[src/bitmap_page_allocator_top_defines.svh]
// Assertion macros used by bitmap_page_allocator_top
`ifndef BITMAP_PAGE_ALLOCATOR_TOP_DEFINES_SVH
`define BITMAP_PAGE_ALLOCATOR_TOP_DEFINES_SVH

`ifndef SYNTHESIS

// Check that cons holds in the same cycle as ante
`define BPA_ASSERT_SAME(label, clk, rst_n, ante, cons) \
    label: assert property (@(posedge clk) disable iff (!(rst_n)) (ante) |-> (cons)) \
        else $error("bpa: same-cycle check failed");

// Check that cons holds in the cycle after ante
`define BPA_ASSERT_NEXT(label, clk, rst_n, ante, cons) \
    label: assert property (@(posedge clk) disable iff (!(rst_n)) (ante) |=> (cons)) \
        else $error("bpa: next-cycle check failed");

`else

`define BPA_ASSERT_SAME(label, clk, rst_n, ante, cons)
`define BPA_ASSERT_NEXT(label, clk, rst_n, ante, cons)

`endif

`endif

[src/bpa_ram.sv]
module bpa_ram #(
    parameter int WIDTH = 32,
    parameter int DEPTH = 128
) (
    input  logic                                   i_clk,
    input  logic                                   i_we,
    input  logic [((DEPTH > 1) ? $clog2(DEPTH) : 1)-1:0] i_waddr,
    input  logic [WIDTH-1:0]                       i_wdata,
    input  logic                                   i_re,
    input  logic [((DEPTH > 1) ? $clog2(DEPTH) : 1)-1:0] i_raddr,
    output logic [WIDTH-1:0]                       o_rdata
);
    logic [WIDTH-1:0] r_mem [DEPTH];

    // Write one word, read one word with registered data
    always_ff @(posedge i_clk) begin
        if (i_we) begin
            r_mem[i_waddr] <= i_wdata;
        end
        if (i_re) begin
            o_rdata <= r_mem[i_raddr];
        end
    end
endmodule

[config.mk]
export PLATFORM = sky130hd
export DESIGN_NAME = bpa_ram
export DESIGN_NICKNAME = d
export VERILOG_FILES = /design/src/bitmap_page_allocator_top_defines.svh /design/src/bpa_ram.sv
export SDC_FILE = /design/constraint.sdc
export NUM_CORES = 2
export LEC_CHECK = 0
export ABC_AREA = 0
export BUFFER_PORTS_ARGS = -buffer_cell sky130_fd_sc_hd__buf_4
export CELL_PAD_IN_SITES_DETAIL_PLACEMENT = 1
export CELL_PAD_IN_SITES_GLOBAL_PLACEMENT = 1
export CORE_MARGIN = 1.5
export CORE_UTILIZATION = 35
export DETAILED_ROUTE_END_ITERATION = 10
export GPL_TIMING_DRIVEN = 0
export HOLD_SLACK_MARGIN = 0.05
export PLACE_DENSITY = 0.56
export SLEW_MARGIN = 10
export SYNTH_ARGS = -nofsm -noshare
export SYNTH_HDL_FRONTEND = slang
export SYNTH_SLANG_ARGS = --single-unit
[constraint.sdc]
create_clock -name i_clk -period 6.1 [get_ports i_clk]
set_input_delay 0.61 -clock i_clk [delete_from_list [all_inputs] [get_ports i_clk]]
set_output_delay 0.61 -clock i_clk [all_outputs]
set_load 0.05 [all_outputs]
## After elaboration in Yosys (flattened, before gate mapping)

Memories as Yosys holds them, arrays and structs flattened. A register that Yosys moved wholly into a read port is not among the register bits.
Index checks and enable logic that the tools add are counted.

- Memories: 1
- Logic and storage cells: 3
- Flip-flop bits (word level): 0
- Input port bits: 49
- Bits in writable memories: 4,096

- Mux-type cells: 2

Memory list:

| memory | words | width | read ports | clocked after memory_dff | wr ports | RTL line | text |
|---|---|---|---|---|---|---|---|
| r_mem | 128 | 32 | 1 | 1 | 1 | bpa_ram.sv:13 | `logic [WIDTH-1:0] r_mem [DEPTH];` |

Operators with widths:

| cell | number |
|---|---|
| $mux W1 | 2 |

## Logic depth before layout (Yosys ltp)

- Depth in word-level cells: 2
- Gate-level depth with buffers: 8

## Least setup slack after synthesis

Ideal clock, no wire load.

- Path kind: input to register
- Start: input i_we
- End: memory r_mem[98][0] (enable)
- Stages: 3
- Setup slack: 2.251 ns
- Setup time: 0.461 ns
- Data required time: 5.639 ns
- Arrival: 3.388 ns
- Cells stage by stage: clkbuf_1 > nand4_1 > nor3_1

- Cells in the longest elaborated chain, start to end: 2

Ends and longest elaborated chain:

| what | RTL line | text |
|---|---|---|
| start, declared | bpa_ram.sv:6 | `input logic i_we,` |
| $mux W1 | bpa_ram.sv:17 | `if (i_we) begin` |
| $mux W1 (not written as such) | bpa_ram.sv:18 | `r_mem[i_waddr] <= i_wdata;` |
| end, declared | bpa_ram.sv:13 |  |

Every way passes these cells.

==> flow_summary.yaml <==
pwr:
  p_clk_share_pct: 42.7
  p_leak_nw: 55.6
  ir_worst_vdd_uv: 225
  swShare_pct: 21.8
  total_power_mw: 60.9
  seqPwrFrac_pct: 51.6
  powerDensity_mw_per_mm2: 331
  combinationalPowerShare_pct: 5.7
  switchingPower_mw: 13.2
  p_int_mw: 47.6
setup_path:
  crit_chain: "buf_2 -> buf_2 -> buf_1 -> mux4_2 -> mux4_2 -> mux4_2 -> mux2_2"
  r2r_cells: 4
  worstPathArrival_ps: 4880
  critPathKind: "input port to flip-flop"
  crit_cells: 7
  cpMostUsedCell: "mux4_2"
  cpPeakStageDelay_ps: 860
  end_kind: "flip-flop"
  critPathTopFamily: "multiplexers"
  start_kind: "input port"
  cp_num_buf_inv: 3
  crit_path_end: "o_rdata[7]"
  r2r-end: "o_rdata[15]"
  slowest_stage: "buf_1"
  cp_max_fo: 12
  r2r-start: "r_mem[80][15]"
  worstPathRequired_ps: 6800
  cp-startpoint: "i_raddr[0]"
  r2r_slack_ps: 3120
timing:
  setup_ws_ps: 1920
  finalHoldViolations: 0
  timing.slew.headroom_pct: 14.1
  fin_worst_skew_ps: 46.3
  slew_viol_final: 0
  rsz0062_at_grt: "no"
  setup_viol: 0
  period_share_pct: 68.5
  worst_pin_slew_ps: 1280
  min_period_ps: 4180
  hold_ws_ps: 72.7
  tns_ps: 0
  fmax_mhz: 239
global_routing:
  antenna_found_initial: 84
  gr-usage-all-layers_pct: 19.4
  grt_max_degree: 129
  gr-total-overflow: 0
  grt_pass1_wl_um: 609000
  grt_pass1_vias: 73600
detailed_routing:
  drtIter0Drc: 8548
  finalWirelength_um: 443000
  wl_per_cell_um: 33.8
  dr.pass1.iters: 7
  antenna_left: 0
  viasPerCell: 5.39
  drc: 0
  vias: 70700
cells_and_area:
  layout-drive-gt1-share_pct: 35.5
  stdcell_area_mm2: 0.184
  register_area_mm2: 0.124
  instances_no_fill: 13100
  fin_nets: 6748
  fillCellCount: 40500
  final_util_pct: 41.3
  area_growth_syn_to_layout_pct: 17.5
  multi_input_area_mm2: 0.0323
yosys:
  synth-seq-cells: 4128
  synth_common_cells: "edfxtp_1 (4128), mux4_2 (1344), clkbuf_1 (182), nor2_1 (122), buf_2 (79)"
  avgSynthCellArea_um2: 26.1
  synth_warnings: 0
  synth_edf_count: 4128
  yosys.cell_types.count: 16
  syn_area_mm2: 0.157
  synth_nets: 6039
  synth_area_leaders: "edfxtp_1 (79%), mux4_2 (19%), clkbuf_1 (0.44%), nor2_1 (0.29%), buf_2 (0.25%)"
  ys_seq_area_share_pct: 79.2
  synth.most_common_cell: "edfxtp_1"
  synthArstFlopShare_pct: 0
  synth_top_area_cell: "edfxtp_1"
  yosys.area.top_type_share_pct: 79.2
  synthCells: 5990
  ys.flop_type: "edfxtp_1"
status:
  status: "finished, final reports clean"
clock_network:
  post-cts-setup-buffer-count: 0
  clockBufferDepth: 4
  cts_resized: 0
  cts_hold_buffers: 8
  cts_tree: "done"
  clkSlewWorstSetupHoldPaths_ps: 60
  cts_buffers: 421
  htree_levels: 5
  insertion_delay_ps: 990
  root_buffer: "clkbuf_16"
  cts_sinks: 4128
flow_run:
  max-cap-violations: 0
place:
  placed_area_mm2: 0.169
  dpl.cell_count: 12200
  portBuffers: 69
  place_ws_ps: 874
  gp_congestion: 0.853
  dpl.hpwl_um: 299000
floorplan:
  coreArea_mm2: 0.445
  die_w_um: 672
  ioPinCount: 81
  die_height_um: 672
  start_util_pct: 35.2
  die_area_mm2: 0.451
  rows: 245
hold_path:
  hold_path.class: "input port to flip-flop"
-- worst min-delay path by stage --
stage	startpoint	end	slack, ps	cells after the start
2_1_floorplan	i_wdata[0]	r_mem[0][0]	710	0
3_3_place_gp	i_re	o_rdata[30]	1050	1
3_5_place_dp	i_re	o_rdata[23]	1070	1
4_1_cts	i_wdata[17]	r_mem[86][17]	60	1
5_1_grt	i_wdata[26]	r_mem[112][26]	60	1
6_report	i_wdata[26]	r_mem[112][26]	70	1
-- state kept, by name, summed over array words and instances (netlist names) --
register,flops
o_rdata,32
r_mem,4096
-- power by group through the flow --
stage	combinational [mW]	clock (mW)	sequential (mW)
2_1_floorplan	1.51	0	32.1
3_3_place_gp	3.26	0	32.0
3_5_place_dp	3.42	0	32.0
4_1_cts	3.43	26.5	31.4
5_1_grt	3.58	27.4	31.4
6_report	3.46	26.0	31.4
-- logic make-up (layout without fill, tap and decap cells) --
| kind of cell | after synthesis | count (layout) | synth area share, % |
|---|---|---|---|
| AND/OR/NAND/NOR | 170 | 170 | 0.445 |
| multiplexers | 1376 | 1376 | 19.6 |
| other | 0 | 132 | 0 |
| buffers and inverters | 316 | 1378 | 0.837 |
| flip-flops | 4128 | 4128 | 79.2 |
-- cell usage in the layout, fill, tap and decap left out, types with 12 or more instances in the layout --
cell / count
buf_1: 43
buf_12: 104
buf_16: 61
buf_2: 84
buf_4: 70
buf_6: 42
bufinv_16: 54
clkbuf_1: 213
clkbuf_16: 425
clkbuf_2: 33
clkinv_1: 112
clkinv_2: 74
clkinvlp_4: 19
diode_2: 132
dlygate4sd3_1: 12
edfxtp_1: 4128
mux2_2: 32
mux4_2: 1344
nand2_1: 14
nand3_1: 12
nor2_4: 119
-- final cells by class --
type,count,area share (%)
Antenna cell,132,0.180
Buffer,316,0.739
Clock buffer,487,5.91
Clock inverter,289,1.59
Multi-Input combinational cell,1546,17.5
Sequential cell,4128,67.4
Tap cell,5928,4.03
Timing Repair Buffer,286,2.64
-- routing by layer --
layer	track usage, %	vias up	wire (um)
met4	4.98	16	11900
li1	-	28100	-
met3	3.64	478	31600
met2	32.0	2551	217000
met5	0	-	101
met1	26.6	39600	182000
(Power assumes the default switching activity.)
